`src/nssc_pkg.sv`:
```
`default_nettype none

package nssc_pkg;

  localparam int NumCounters = 16;
  localparam int NumUsed = 14;
  localparam int CntIdxW = $clog2(NumCounters);
  localparam int CounterWidthDef = 32;
  localparam int ReadW = 32;
  localparam int LenW = 11;
  localparam int DwordW = 10;
  localparam int SnapW = 8;

  typedef enum logic [1:0] {
    CMD_RX   = 2'd0,
    CMD_TX   = 2'd1,
    CMD_SNAP = 2'd2,
    CMD_READ = 2'd3
  } cmd_t;

  typedef enum logic [1:0] {
    RX_NONE    = 2'd0,
    RX_DELIVER = 2'd1,
    RX_DROP    = 2'd2,
    RX_ERROR   = 2'd3
  } outcome_t;

  localparam logic [CntIdxW-1:0] CntRxPkt    = CntIdxW'(0);
  localparam logic [CntIdxW-1:0] CntRxDrop   = CntIdxW'(1);
  localparam logic [CntIdxW-1:0] CntRxErr    = CntIdxW'(2);
  localparam logic [CntIdxW-1:0] CntRxOver   = CntIdxW'(3);
  localparam logic [CntIdxW-1:0] CntRxLen    = CntIdxW'(4);
  localparam logic [CntIdxW-1:0] CntRxFrame  = CntIdxW'(5);
  localparam logic [CntIdxW-1:0] CntRxCrc    = CntIdxW'(6);
  localparam logic [CntIdxW-1:0] CntTxAbort  = CntIdxW'(7);
  localparam logic [CntIdxW-1:0] CntTxCarr   = CntIdxW'(8);
  localparam logic [CntIdxW-1:0] CntTxHbeat  = CntIdxW'(9);
  localparam logic [CntIdxW-1:0] CntColl     = CntIdxW'(10);
  localparam logic [CntIdxW-1:0] CntTxWindow = CntIdxW'(11);
  localparam logic [CntIdxW-1:0] CntRxFifo   = CntIdxW'(12);
  localparam logic [CntIdxW-1:0] CntTxPkt    = CntIdxW'(13);

  localparam logic [15:0] RxNoPktBit = 16'h8000;
  localparam logic [15:0] RxErrBit   = 16'h4000;
  localparam logic [7:0]  TxAbortMsk = 8'h38;
  localparam logic [7:0]  TxResetMsk = 8'h30;
  localparam logic [7:0]  TxEnMsk    = 8'h3C;

  typedef struct packed {
    logic [NumCounters-1:0] inc_one;
    logic [NumCounters-1:0] add_snap;
    logic [SnapW-1:0]       snap;
  } cnt_upd_t;

  typedef struct packed {
    logic            rx_discard;
    logic            tx_restart;
    logic            tx_enable;
    logic            tx_pop;
    outcome_t        rx_outcome;
    logic [LenW-1:0]   packet_length;
    logic [DwordW-1:0] dword_count;
  } res_t;

  function automatic logic [NumCounters-1:0] err_cause_mask(input logic [2:0] code);
    logic [NumCounters-1:0] m;
    m = '0;
    unique case (code)
      3'd0: m[CntRxOver] = 1'b1;
      3'd1, 3'd3: m[CntRxLen] = 1'b1;
      3'd2, 3'd4: m[CntRxFrame] = 1'b1;
      3'd5: m[CntRxCrc] = 1'b1;
      default: m = '0;
    endcase
    return m;
  endfunction

  function automatic logic [NumCounters-1:0] snap_mask(input logic [CntIdxW-1:0] off);
    logic [NumCounters-1:0] m;
    m = '0;
    unique case (off)
      CntIdxW'(0): m[CntTxCarr] = 1'b1;
      CntIdxW'(1): m[CntTxHbeat] = 1'b1;
      CntIdxW'(3): m[CntColl] = 1'b1;
      CntIdxW'(4): m[CntTxWindow] = 1'b1;
      CntIdxW'(5): m[CntRxFifo] = 1'b1;
      CntIdxW'(6): m[CntTxPkt] = 1'b1;
      default: m = '0;
    endcase
    return m;
  endfunction

endpackage

`default_nettype wire

```
`src/nssc_decode.sv`:
```
`default_nettype none

module nssc_decode (
  input  wire logic [1:0]                     cmd,
  input  wire logic [15:0]                    status_word,
  input  wire logic                           buffer_ok,
  input  wire logic [nssc_pkg::CntIdxW-1:0]   counter_index,
  input  wire logic [nssc_pkg::SnapW-1:0]     snapshot_value,
  output nssc_pkg::res_t                      res,
  output nssc_pkg::cnt_upd_t                  upd
);

  logic [7:0]                  tb;
  logic [nssc_pkg::LenW-1:0]   len;
  logic [nssc_pkg::LenW:0]     len_sum;

  assign tb      = status_word[7:0];
  assign len     = status_word[nssc_pkg::LenW-1:0];
  assign len_sum = {1'b0, len} + (nssc_pkg::LenW+1)'(3);

  always_comb begin
    res = '0;
    upd = '0;
    upd.snap = snapshot_value;
    unique case (nssc_pkg::cmd_t'(cmd))
      nssc_pkg::CMD_RX: begin
        if (((status_word & nssc_pkg::RxNoPktBit) == '0) && (status_word != '0)) begin
          res.rx_discard = 1'b1;
          if ((status_word & nssc_pkg::RxErrBit) != '0) begin
            res.rx_outcome = nssc_pkg::RX_ERROR;
            upd.inc_one = nssc_pkg::err_cause_mask(status_word[13:11]);
            upd.inc_one[nssc_pkg::CntRxErr] = 1'b1;
          end else begin
            res.packet_length = len;
            res.dword_count   = len_sum[nssc_pkg::LenW:2];
            if (buffer_ok) begin
              res.rx_outcome = nssc_pkg::RX_DELIVER;
              upd.inc_one[nssc_pkg::CntRxPkt] = 1'b1;
            end else begin
              res.rx_outcome = nssc_pkg::RX_DROP;
              upd.inc_one[nssc_pkg::CntRxDrop] = 1'b1;
            end
          end
        end
      end
      nssc_pkg::CMD_TX: begin
        if (tb != '0) begin
          upd.inc_one[nssc_pkg::CntTxAbort] = (tb & nssc_pkg::TxAbortMsk) != '0;
          res.tx_restart = (tb & nssc_pkg::TxResetMsk) != '0;
          res.tx_enable  = (tb & nssc_pkg::TxEnMsk) != '0;
          res.tx_pop     = 1'b1;
        end
      end
      nssc_pkg::CMD_SNAP: begin
        upd.add_snap = nssc_pkg::snap_mask(counter_index);
      end
      nssc_pkg::CMD_READ: begin
        res = '0;
      end
    endcase
  end

endmodule

`default_nettype wire

```
`src/nssc_counters.sv`:
```
`default_nettype none

module nssc_counters #(
  parameter int COUNTER_WIDTH = nssc_pkg::CounterWidthDef
) (
  input  wire logic                           clk,
  input  wire logic                           rst_n,
  input  wire logic                           upd_en,
  input  wire nssc_pkg::cnt_upd_t             upd,
  input  wire logic [nssc_pkg::CntIdxW-1:0]   rd_idx,
  output logic [nssc_pkg::ReadW-1:0]          rd_value
);

  localparam int RdW = (COUNTER_WIDTH < nssc_pkg::ReadW) ? COUNTER_WIDTH : nssc_pkg::ReadW;

  logic [RdW-1:0] rd_view [nssc_pkg::NumCounters];

  for (genvar i = 0; i < nssc_pkg::NumCounters; i++) begin : g_cnt
    if (i < nssc_pkg::NumUsed) begin : g_used
      logic [COUNTER_WIDTH-1:0] cnt_r;
      logic [COUNTER_WIDTH-1:0] cnt_nxt;
      logic [COUNTER_WIDTH-1:0] amount;

      always_comb begin
        amount = '0;
        if (upd.add_snap[i]) begin
          amount = COUNTER_WIDTH'(upd.snap);
        end else if (upd.inc_one[i]) begin
          amount = COUNTER_WIDTH'(1);
        end
        cnt_nxt = cnt_r + amount;
      end

      always_ff @(posedge clk) begin
        if (!rst_n) begin
          cnt_r <= '0;
        end else if (upd_en && (upd.add_snap[i] || upd.inc_one[i])) begin
          cnt_r <= cnt_nxt;
        end
      end

      assign rd_view[i] = cnt_r[RdW-1:0];
    end else begin : g_unused
      assign rd_view[i] = '0;
    end
  end

  assign rd_value = nssc_pkg::ReadW'(rd_view[rd_idx]);

endmodule

`default_nettype wire

```
`src/nic_status_statistics_counter_unit.sv`:
```
`default_nettype none
// Each accepted item is held in the input registers, decoded, and then registered as a
// result in res_r; out_valid is high for a single cycle with each result.
// Throughput: one item per cycle; the receiver cannot stall, so busy stays low.
// The counter bank updates at the edge that registers each result, so reads see
// all earlier items.
// Reset: synchronous active-low rst_n clears all counters and both valid flags.

module nic_status_statistics_counter_unit #(
  parameter int COUNTER_WIDTH = nssc_pkg::CounterWidthDef
) (
  input  wire logic                             clk,
  input  wire logic                             rst_n,
  input  wire logic                             start,
  output logic                                  busy,
  input  wire logic [1:0]                       in_cmd,
  input  wire logic [15:0]                      in_status_word,
  input  wire logic                             in_buffer_ok,
  input  wire logic [nssc_pkg::CntIdxW-1:0]     in_counter_index,
  input  wire logic [nssc_pkg::SnapW-1:0]       in_snapshot_value,
  output logic                                  out_valid,
  output logic                                  out_rx_discard,
  output logic                                  out_tx_restart,
  output logic                                  out_tx_enable,
  output logic                                  out_tx_pop,
  output logic [1:0]                            out_rx_outcome,
  output logic [nssc_pkg::LenW-1:0]             out_packet_length,
  output logic [nssc_pkg::DwordW-1:0]           out_dword_count,
  output logic [nssc_pkg::ReadW-1:0]            out_read_value
);

  logic                            in_v_r;
  logic [1:0]                      cmd_r;
  logic [15:0]                     word_r;
  logic                            bufok_r;
  logic [nssc_pkg::CntIdxW-1:0]    idx_r;
  logic [nssc_pkg::SnapW-1:0]      snap_r;

  nssc_pkg::res_t                  res;
  nssc_pkg::cnt_upd_t              upd;
  logic [nssc_pkg::ReadW-1:0]      rd_value;

  logic                            out_v_r;
  nssc_pkg::res_t                  res_r;
  logic [nssc_pkg::ReadW-1:0]      rd_r;

  assign busy = 1'b0;

  always_ff @(posedge clk) begin
    if (!rst_n) begin
      in_v_r <= 1'b0;
    end else begin
      in_v_r <= start;
    end
  end

  always_ff @(posedge clk) begin
    if (start) begin
      cmd_r   <= in_cmd;
      word_r  <= in_status_word;
      bufok_r <= in_buffer_ok;
      idx_r   <= in_counter_index;
      snap_r  <= in_snapshot_value;
    end
  end

  nssc_decode u_decode (
    .cmd            (cmd_r),
    .status_word    (word_r),
    .buffer_ok      (bufok_r),
    .counter_index  (idx_r),
    .snapshot_value (snap_r),
    .res            (res),
    .upd            (upd)
  );

  nssc_counters #(
    .COUNTER_WIDTH (COUNTER_WIDTH)
  ) u_counters (
    .clk      (clk),
    .rst_n    (rst_n),
    .upd_en   (in_v_r),
    .upd      (upd),
    .rd_idx   (idx_r),
    .rd_value (rd_value)
  );

  always_ff @(posedge clk) begin
    if (!rst_n) begin
      out_v_r <= 1'b0;
    end else begin
      out_v_r <= in_v_r;
    end
  end

  always_ff @(posedge clk) begin
    if (in_v_r) begin
      res_r <= res;
      rd_r  <= (nssc_pkg::cmd_t'(cmd_r) == nssc_pkg::CMD_READ) ? rd_value : '0;
    end
  end

  assign out_valid         = out_v_r;
  assign out_rx_discard    = res_r.rx_discard;
  assign out_tx_restart    = res_r.tx_restart;
  assign out_tx_enable     = res_r.tx_enable;
  assign out_tx_pop        = res_r.tx_pop;
  assign out_rx_outcome    = res_r.rx_outcome;
  assign out_packet_length = res_r.packet_length;
  assign out_dword_count   = res_r.dword_count;
  assign out_read_value    = rd_r;

`ifndef SYNTHESIS
  a_valid_follows: assert property (@(posedge clk) disable iff (!rst_n)
    out_valid |-> $past(in_v_r))
    else $error("Result strobe without a registered item.");

  a_len_only_good: assert property (@(posedge clk) disable iff (!rst_n)
    (out_valid && out_rx_outcome != nssc_pkg::RX_DELIVER
     && out_rx_outcome != nssc_pkg::RX_DROP) |-> (out_packet_length == '0))
    else $error("Packet length given for a packet that is not good.");

  a_reset_enable: assert property (@(posedge clk) disable iff (!rst_n)
    (out_valid && out_tx_restart) |-> (out_tx_enable && out_tx_pop))
    else $error("Transmitter reset without enable and pop.");

  a_discard_outcome: assert property (@(posedge clk) disable iff (!rst_n)
    (out_valid && out_rx_discard) |-> (out_rx_outcome != nssc_pkg::RX_NONE))
    else $error("Receive discard without a packet outcome.");

  a_read_only: assert property (@(posedge clk) disable iff (!rst_n)
    (out_valid && out_read_value != '0) |-> (!out_rx_discard && !out_tx_pop))
    else $error("Counter value on a result that is not a read.");
`endif

endmodule

`default_nettype wire
```
`config.mk`:
```
export PLATFORM = sky130hd
export DESIGN_NAME = nic_status_statistics_counter_unit
export DESIGN_NICKNAME = d
export VERILOG_FILES = /design/src/nssc_pkg.sv /design/src/nssc_decode.sv /design/src/nssc_counters.sv /design/src/nic_status_statistics_counter_unit.sv
export SDC_FILE = /design/constraint.sdc
export NUM_CORES = 1
export LEC_CHECK = 0
export BUFFER_PORTS_ARGS = -buffer_cell sky130_fd_sc_hd__buf_2
export CORE_UTILIZATION = 36
export CTS_CLUSTER_SIZE = 28
export DETAILED_ROUTE_END_ITERATION = 10
export MAX_ROUTING_LAYER = met4
export PLACE_DENSITY = 0.54
export SLEW_MARGIN = 20
export SYNTH_ARGS = -nofsm -noshare
export SYNTH_HDL_FRONTEND = slang
export SYNTH_HIERARCHICAL = 1
export SYNTH_SLANG_ARGS = --single-unit
```
`constraint.sdc`:
```
create_clock -name clk -period 5.1 [get_ports clk]
set_input_delay 0 -clock clk [delete_from_list [all_inputs] [get_ports clk]]
set_output_delay 0 -clock clk [all_outputs]
set_load 0.03 [all_outputs]
```
==> reports/metrics.yaml, run 1 <==
tns_ns: 0
slowest_delay_ns: 0.51
synth_cells: 3697
cts_tree: "yes"
totalPowerFinal_mw: 10.2
syn_to_final_growth_pct: 12.1
tightest_slew_ns: 1.06
rsz0062_at_grt: "false"
cp.arrival_ns: 4.71
grt_pass1_wl_um: 157000
drt_iter0_drc: 2396
overflow: 0
place.gp.congestion: 0.962
clock_sinks: 540
track_usage: 0.230
max_freq_mhz: 239
drc_errors: 0
clockBufferDepth: 3
io_buffer_count: 93
outcome: "finished clean"
wl_um: 103000
clock_latency_ns: 0.62
syn_avg_cell_area_um2: 8.78
peakVddDrop_mv: 0.257
start_util: 0.365
hold_path_end: "snap_r[7]$_DFFE_PP_"
r2r_cells: 13
netlist_area_um2: 32400
fin_skew_ns: 0.0279
rrSetupSlack_ns: 0.91
die_y_um: 302
hold_viol_final: 0
coreArea_um2: 88800
antenna_found_initial: 8
fin_nets: 3896
r2r-end: "u_counters/g_cnt[1].g_used.cnt_r[26]$_SDFFE_PN0P_"
rr_startpoint: "word_r[1]$_DFFE_PP_"
path_max_fanout: 12
worstPathRequired_ns: 5.63
period_share: 0.821
crit_chain: "nor4_1, and4_1, nor3_1, mux2_2, ha_1, fa_1, a211oi_1, o21ai_0, a211oi_1, buf_4, nor4_1, a21o_1, a21oi_1"
grt_pass1_vias: 25400
root_buffer: "clkbuf_16"
min_period_ns: 4.19
top_level_ports: 95
p_leak_nw: 12.9
n_fill_cell: 8845
rows: 109
drive_gt1_frac: 0.109
min_path_type: "in2reg"
slew-limit-headroom: 0.289
die_area_um2: 91300
fin_util: 0.410
ant_nets: 0
wl_per_cell_um: 20.8
via_per_inst: 5.58
worst_setup_path_start_kind: "flip-flop"
cts_buffers: 67
post_cts_resized: 0
drt-pass1-iter-count: 5
die_w_um: 302
whs_path_depth: 2
dp_hpwl_um: 74000
slew_violations: 0
startpoint: "word_r[1]$_DFFE_PP_"
vias: 27700
endpoint_kind: "flip-flop"
htree_levels: 3
setup_viol: 0
grt_max_degree: 104
p_per_area_nw_per_um2: 279
critical_path_class: "reg2reg"
clkTransAtPathRegs_ns: 0.06
max_cap_viol_count: 0
critPathSlowestCell: "edfxtp_1"
min_from: "in_snapshot_value[7]"
synth-warning-count: 6
## worst max path at each step
stage               slack, ns  depth (start not counted)                                                end
finish                   0.91                         13  u_counters/g_cnt[1].g_used.cnt_r[26]$_SDFFE_PN0P_
global route             0.68                         12  u_counters/g_cnt[0].g_used.cnt_r[30]$_SDFFE_PN0P_
CTS                       1.0                         12  u_counters/g_cnt[0].g_used.cnt_r[24]$_SDFFE_PN0P_
detailed placement       1.05                         12  u_counters/g_cnt[0].g_used.cnt_r[28]$_SDFFE_PN0P_
global placement         1.12                         12  u_counters/g_cnt[0].g_used.cnt_r[28]$_SDFFE_PN0P_
floorplan                1.32                         15  u_counters/g_cnt[1].g_used.cnt_r[22]$_SDFFE_PN0P_
## layout make-up
class                   count  area (um^2)  share of cell area
diodes                      3         7.51            0.000206
clock buffers              96         1970              0.0541
clock inverters            26          228             0.00626
inverters                  61          236             0.00650
multi-input cells        2889        19600               0.538
flip-flops and latches    540        11700               0.322
well taps                1165         1460              0.0401
repair buffers            177         1200              0.0331
## critical path: cells and delay by family, from the launching register on
| kind | cells | cell delay [ns] |
|---|---|---|
| and+or+nand+nor | 4 | 1.09 |
| buffers and inverters | 1 | 0.25 |
| muxes | 1 | 0.29 |
| AOI/OAI and AO/OA | 5 | 1.30 |
| adders and majority gates | 2 | 0.65 |
| DFF | 1 | 0.51 |
## cells in the final DEF, fill, tap and decap left out, types with 51 or more instances in the layout
cell	count
dfxtp_1	449
nor2_1	390
nand2_1	325
a21oi_1	244
xnor2_1	205
o21ai_0	200
and2_1	131
nand3_1	127
ha_1	112
mux2i_1	110
buf_2	92
edfxtp_1	90
nor3_1	80
nand4_1	79
mux4_2	77
clkbuf_16	69
or3_1	68
nor4_1	67
xor2_1	63
inv_1	60
a211oi_1	54
buf_4	51
and3_1	51
## metrics by stage
stage	std cells	hold WS (ns)	setup slack, ns	area, um^2
global route	4956	0.114	0.684	36400
global placement	4800	0.178	1.12	33800
floorplan	3710	0.0989	1.32	32500
finish	4957	0.102	0.914	36400
CTS	4954	0.0704	0.997	36400
detailed placement	4800	0.178	1.05	33800
## what timing repair did
item                                   CTS  global route
setup buffers                            0             0
endpoints found under the hold margin   56             0
hold buffers                            32             0
## routing by layer
layer  up-vias  track usage  part of all wire
met5         -            -                 0
met4         0       0.0703             0.027
met3       132       0.0300             0.063
met2       790        0.347              0.44
met1     13300        0.317              0.47
li1      13500            -                 -
## sequential cells by signal, indices dropped and copies added, names as in the netlist, 2 cells and up
register / flops
u_counters/g_cnt.g_used.cnt_r: 448
out_rx_outcome: 2
idx_r: 4
out_read_value: 32
out_dword_count: 10
out_packet_length: 11
snap_r: 8
cmd_r: 2
word_r: 16
## where the power goes
part | internal [mW] | leakage (nW) | switching (mW) | total, mW
logic | 0.289 | 7.39 | 0.571 | 0.860
clock network | 2.80 | 1.09 | 1.99 | 4.79
registers | 4.40 | 4.44 | 0.0985 | 4.50
total | 7.49 | 12.9 | 2.66 | 10.2
No activity file was read; power rests on OpenSTA's default activity.
==> run 2, diff against run 1 <==
- PLACE_DENSITY: 0.54 -> 0.56
- clock period: 5.1 -> 3.4 ns (I/O delays scaled with it)
==> run 2 against run 1 <==
  * The flow now finishes with violations (negative hold slack, negative setup slack)
  * Largest power group unchanged
  * Worst setup slack got worse by 0.95 ns
  * Critical path type unchanged
  * Critical endpoint is now u_counters/g_cnt[1].g_used.cnt_r[20]$_SDFFE_PN0P_
  * Final area increased by 5.3%
  * Maximum frequency increased by 22%
==> reports/metrics.yaml, run 2 (synthesized netlist as in run 1, its figures left out) <==
outcome: "complete, but fails checks"
violations: "negative hold slack, negative setup slack"
seq_area_um2: 11700  # unchanged
critPathTopFamily: "simple AND/OR/NAND/NOR gates"
syn_to_final_growth_pct: 18.1
critPathSlowestCell: "edfxtp_1"
wl_per_cell_um: 20.4  # -1.6%
cts_buffers: 67  # unchanged
endpoint_kind: "flip-flop"
peakVddDrop_mv: 0.315  # +23%
drt-pass1-iter-count: 6  # +1
cts_tree: "yes"
grt-busiest-layer: "met2"
slowest_delay_ns: 0.40  # -0.11 ns
vias: 28600  # +3.4%
fin_skew_ns: 0.0288  # +0.000998 ns
p_per_area_nw_per_um2: 397  # +42%
clock_sinks: 540  # unchanged
min_path_type: "in2reg"
dp_hpwl_um: 76600  # +3.4%
grt_pass1_vias: 25900  # +1.8%
overflow: 0  # unchanged
final_common_cell: "dfxtp_1"
slew_violations: 0  # unchanged
io_buffer_count: 93  # unchanged
tightest_slew_ns: 1.05  # -0.0157 ns
drc_errors: 0  # unchanged
via_per_inst: 5.59  # about the same
min_from: "rst_n"
top_level_ports: 95  # unchanged
final_cells: 5126  # +3.4%
root_buffer: "clkbuf_16"
clkTransAtPathRegs_ns: 0.06  # about the same
crit_chain: "nor4_2, buf_4, and4_4, nor3_4, mux2_4, ha_4, fa_2, a211oi_4, o21ai_2, a211oi_2, buf_4, nor4_1, xnor2_1, nor2_1"
fin_nets: 4070  # +4.5%
die_y_um: 302  # unchanged
most-common-layout-cells: "dfxtp_1, nor2_1, nand2_1"
multi_input_area_um2: 20100  # +2.8%
totalPowerFinal_mw: 15.2  # +50%
min_period_ns: 3.44  # -0.750 ns
die_w_um: 302  # unchanged
rows: 109  # unchanged
n_fill_cell: 8753  # -1.0%
wl_um: 105000  # +1.7%
max_freq_mhz: 291  # +22%
clockBufferDepth: 3  # unchanged
path_max_fanout: 6  # -6
drive_gt1_frac: 0.166  # +0.0572
slew-limit-headroom: 0.293  # +0.00456
grtUsageMet3: 0.0277  # -0.00230
max_cap_viol_count: 0  # unchanged
cp.arrival_ns: 3.89  # -0.82 ns
critical_path_class: "reg2reg"
clock_latency_ns: 0.62  # about the same
startpoint: "word_r[6]$_DFFE_PP_"
top_register: "u_counters/g_cnt.g_used.cnt_r"
worstPathRequired_ns: 3.85  # -1.78 ns
period_share: 1.01  # +0.190
coreArea_um2: 88800  # unchanged
place_inst: 4951  # +3.1%
holdWs_ns: -0.0366  # -0.139 ns
timing.final.ws_setup_ns: -0.0365  # -0.950 ns
setup_viol: 6  # +6
track_usage: 0.231  # +0.00122
rsz0062_at_grt: "true"
die_area_um2: 91300  # unchanged
largest_reg_flops: 448  # unchanged
grt_max_degree: 143  # +38%
grtUsageMet2: 0.347  # about the same
grt_pass1_wl_um: 158000  # +0.96%
antenna_found_initial: 5  # -3
start_util: 0.365  # unchanged
p_leak_nw: 13.8  # +7.1%
htree_levels: 3  # unchanged
hold_viol_final: 1  # +1
ant_nets: 0  # unchanged
met1_usage: 0.321  # +0.00360
timing.critical_path.mode_cell: "buf_4"
crit_buf_inv: 2  # +1
place.gp.congestion: 0.912  # -5.2%
rr_startpoint: "word_r[6]$_DFFE_PP_"
drt_iter0_drc: 2357  # -1.6%
worst_setup_path_start_kind: "flip-flop"
-- run 2: worst reg2reg max path, delay by kind of cell (launching register included) --
kind	cells	cell delay, ns
XOR/XNOR	1	0.18
multiplexers	1	0.29
AND/OR/NAND/NOR	5	0.76
AO/OA/AOI/OAI	3	0.73
flip-flops	1	0.40
adder cells (fa/ha/maj)	2	0.56
buffers and inverters	2	0.38
-- run 2: cell type report --
class                   count  share of cell area
diodes                      3            0.000196
clock buffers             100              0.0507
clock inverters            17             0.00464
inverters                  61             0.00617
multi-input cells        2890               0.525
flip-flops and latches    540               0.306
well taps                1165              0.0380
repair buffers            350              0.0696
-- run 2: repair_timing --
item / CTS / global route
resized for setup: 26 / 97
pin swaps: 9 / 28
hold endpoints to repair: 31 / 0
setup endpoints to repair: 80 / 198
gates cloned: 0 / 2
hold buffers: 31 / 0
setup buffers: 10 / 12
-- run 2: metrics by stage --
| stage | worst slack [ns] | cell area [um^2] | utilization | setup TNS, ns |
|---|---|---|---|---|
| 6_report | -0.0365 | 38300 | 0.432 | -0.142 |
| 5_1_grt | -0.214 | 38300 | 0.431 | -4.03 |
| 4_1_cts | -0.0440 | 37800 | 0.426 | -0.0826 |
| 3_5_place_dp | -0.444 | 35200 | 0.396 | -7.08 |
| 3_3_place_gp | -0.366 | 35200 | 0.396 | -4.53 |
| 2_1_floorplan | 0.00283 | 32600 | - | 0 |
-- run 2: power breakdown --
group	leakage [nW]	switching [mW]	total, mW	internal [mW]
Clock	1.03	2.92	7.03	4.11
Combinational	8.35	0.927	1.45	0.526
Sequential	4.44	0.112	6.72	6.60
-- run 2: path summary, 6_finish.rpt --
| check | to | slack [ns] | cells after the start |
|---|---|---|---|
| worst max-delay path | u_counters/g_cnt[1].g_used.cnt_r[20]$_SDFFE_PN0P_ | -0.04 | 14 |
| worst min-delay path | u_counters/g_cnt[11].g_used.cnt_r[18]$_SDFFE_PN0P_ | -0.04 | 3 |
| worst max register to register | u_counters/g_cnt[1].g_used.cnt_r[20]$_SDFFE_PN0P_ | -0.04 | 14 |
| worst min register to register | u_counters/g_cnt[1].g_used.cnt_r[30]$_SDFFE_PN0P_ | 0.47 | 2 |
-- run 2: layer usage --
layer / up-vias / share of wire
met3: 146 / 0.060
met1: 13800 / 0.47
li1: 13800 / -
met2: 840 / 0.44
met4: 0 / 0.029
met5: - / 0
==> run 3, diff against run 2 <==
- CTS_BUF_LIST: unset -> sky130_fd_sc_hd__clkbuf_8 sky130_fd_sc_hd__clkbuf_16
==> run 3 against run 2 <==
  * Sequential power is essentially flat
  * Critical endpoint unchanged
  * The run still ends with negative hold slack, negative setup slack left
  * Highest routed layer unchanged
  * Routed wire length is essentially flat
  * Clock skew grew 0.00087 ns
  * Worst setup slack lost 0.0024 ns
  * Combinational power is essentially flat
  * Largest cell class unchanged
  * Total power shrank 0.37%
==> reports/metrics.yaml, run 3 (synthesized netlist as in run 1, its figures left out) <==
outcome: "complete, but fails checks"
violations: "negative hold slack, negative setup slack"
worst_setup_path_start_kind: "flip-flop"
slew-limit-headroom: 0.270  # -0.0228
clockBufferDepth: 3  # unchanged
final_common_cell: "dfxtp_1"
overflow: 0  # unchanged
grt_pass1_wl_um: 158000  # unchanged
top_register: "u_counters/g_cnt.g_used.cnt_r"
cts_tree: "yes"
clock_latency_ns: 0.62  # about the same
cp.arrival_ns: 3.89  # about the same
cts_buffers: 67  # unchanged
p_per_area_nw_per_um2: 395  # -0.36%
wl_per_cell_um: 20.4  # about the same
setup_viol: 7  # +1
fin_util: 0.432  # about the same
wl_um: 105000  # about the same
pre_cts_ws_ns: -0.444  # unchanged
totalPowerFinal_mw: 15.1  # -0.37%
start_util: 0.365  # unchanged
path_max_fanout: 6  # unchanged
top_level_ports: 95  # unchanged
fin_skew_ns: 0.0297  # +0.000871 ns
dp_hpwl_um: 76600  # unchanged
via_per_inst: 5.58  # -0.11%
syn_to_final_growth_pct: 18.1  # about the same
peakVddDrop_mv: 0.314  # -0.39%
placed_area_um2: 35200  # unchanged
tns_ns: -0.160  # -0.0188 ns
die_y_um: 302  # unchanged
fin_nets: 4070  # unchanged
htree_levels: 3  # unchanged
rows: 109  # unchanged
die_area_um2: 91300  # unchanged
drt_iter0_drc: 2340  # -0.72%
clock_sinks: 540  # unchanged
track_usage: 0.231  # unchanged
largest_reg_flops: 448  # unchanged
io_buffer_count: 93  # unchanged
worstPathRequired_ns: 3.85  # about the same
p_leak_nw: 13.9  # +0.63%
root_buffer: "clkbuf_16"
drc_errors: 0  # unchanged
max_freq_mhz: 291  # about the same
vias: 28600  # -0.13%
ant_nets: 0  # unchanged
die_w_um: 302  # unchanged
drt-pass1-iter-count: 5  # -1
timing.final.ws_setup_ns: -0.0389  # -0.00238 ns
hold_viol_final: 1  # unchanged
endpoint_kind: "flip-flop"
grt_pass1_vias: 25900  # unchanged
fin_area_um2: 38300  # about the same
max_cap_viol_count: 0  # unchanged
min_path_type: "in2reg"
grt_max_degree: 143  # unchanged
critical_path_class: "reg2reg"
period_share: 1.01  # about the same
drive_gt1_frac: 0.166  # unchanged
place.gp.congestion: 0.912  # unchanged
tightest_slew_ns: 1.09  # +0.0452 ns
rsz0062_at_grt: "true"
min_period_ns: 3.44  # +0.00238 ns
coreArea_um2: 88800  # unchanged
most-common-layout-cells: "dfxtp_1, nor2_1, nand2_1"
slew_violations: 0  # unchanged
n_fill_cell: 8753  # unchanged
clkTransAtPathRegs_ns: 0.06  # about the same
holdWs_ns: -0.0322  # +0.00435 ns
antenna_found_initial: 5  # unchanged
## run 3: changes by cell type in the layout (fill, tap and decap cells not counted), sizes merged
| cell | before | now |
|---|---|---|
| inv | 61 | 82 |
| clkbuf | 100 | 79 |
| diode | 3 | 2 |
## run 3: path summary, 6_finish.rpt
check | start | end | slack, ns | depth (start not counted)
setup / recovery | word_r[6]$_DFFE_PP_ | u_counters/g_cnt[1].g_used.cnt_r[20]$_SDFFE_PN0P_ | -0.04 | 14
hold / removal | rst_n | u_counters/g_cnt[11].g_used.cnt_r[18]$_SDFFE_PN0P_ | -0.03 | 3
setup reg to reg | word_r[6]$_DFFE_PP_ | u_counters/g_cnt[1].g_used.cnt_r[20]$_SDFFE_PN0P_ | -0.04 | 14
hold reg to reg | u_counters/g_cnt[1].g_used.cnt_r[30]$_SDFFE_PN0P_ | u_counters/g_cnt[1].g_used.cnt_r[30]$_SDFFE_PN0P_ | 0.47 | 2
## run 3: power breakdown
group / internal [mW] / total [mW] / switching, mW / leakage [nW]
registers: 6.60 / 6.72 / 0.111 / 4.44
logic: 0.526 / 1.45 / 0.927 / 8.35
clock network: 4.05 / 6.97 / 2.93 / 1.12
total: 11.2 / 15.1 / 3.96 / 13.9
## run 3: per-layer routing
layer | wire (um) | GRT usage | up-vias
li1 | - | - | 13800
met5 | 0 | - | -
met2 | 46300 | 0.347 | 858
met3 | 6320 | 0.0277 | 140
met1 | 49000 | 0.321 | 13800
met4 | 3090 | 0.0729 | 0
## run 3: area by class of cell
cell class	instances	area [um^2]	share of cell area
flip-flops and latches	540	11700	0.306
repair buffers	350	2670	0.0696
clock buffers	79	1860	0.0487
inverters	61	236	0.00617
multi-input cells	2890	20100	0.525
clock inverters	38	256	0.00670
diodes	2	5.00	0.000131
well taps	1165	1460	0.0380
## run 3: worst max-delay path, cell delays in order (launching register included)
cell	delay, ns
edfxtp_1	0.40
nor4_2	0.31
buf_4	0.16
and4_4	0.25
nor3_4	0.07
mux2_4	0.29
ha_4	0.17
fa_2	0.39
a211oi_4	0.30
o21ai_2	0.12
a211oi_2	0.30
buf_4	0.22
nor4_1	0.07
xnor2_1	0.18
nor2_1	0.05
## run 3: per-stage QoR
stage | instances | hold slack [ns]
after floorplan | 3710 | 0.0989
after global placement | 4951 | 0.176
after detailed placement | 4951 | 0.178
after CTS | 5109 | 0.0122
after global routing | 5124 | 0.0422
final | 5125 | -0.0322
## run 3: what timing repair did
item | CTS | global route
pin swaps | 9 | 28
hold buffers | 31 | 0
endpoints found under the hold margin | 31 | 0
endpoints found under the setup margin | 80 | 198
cloned | 0 | 2
gates resized for setup | 26 | 97
buffers inserted | 10 | 12
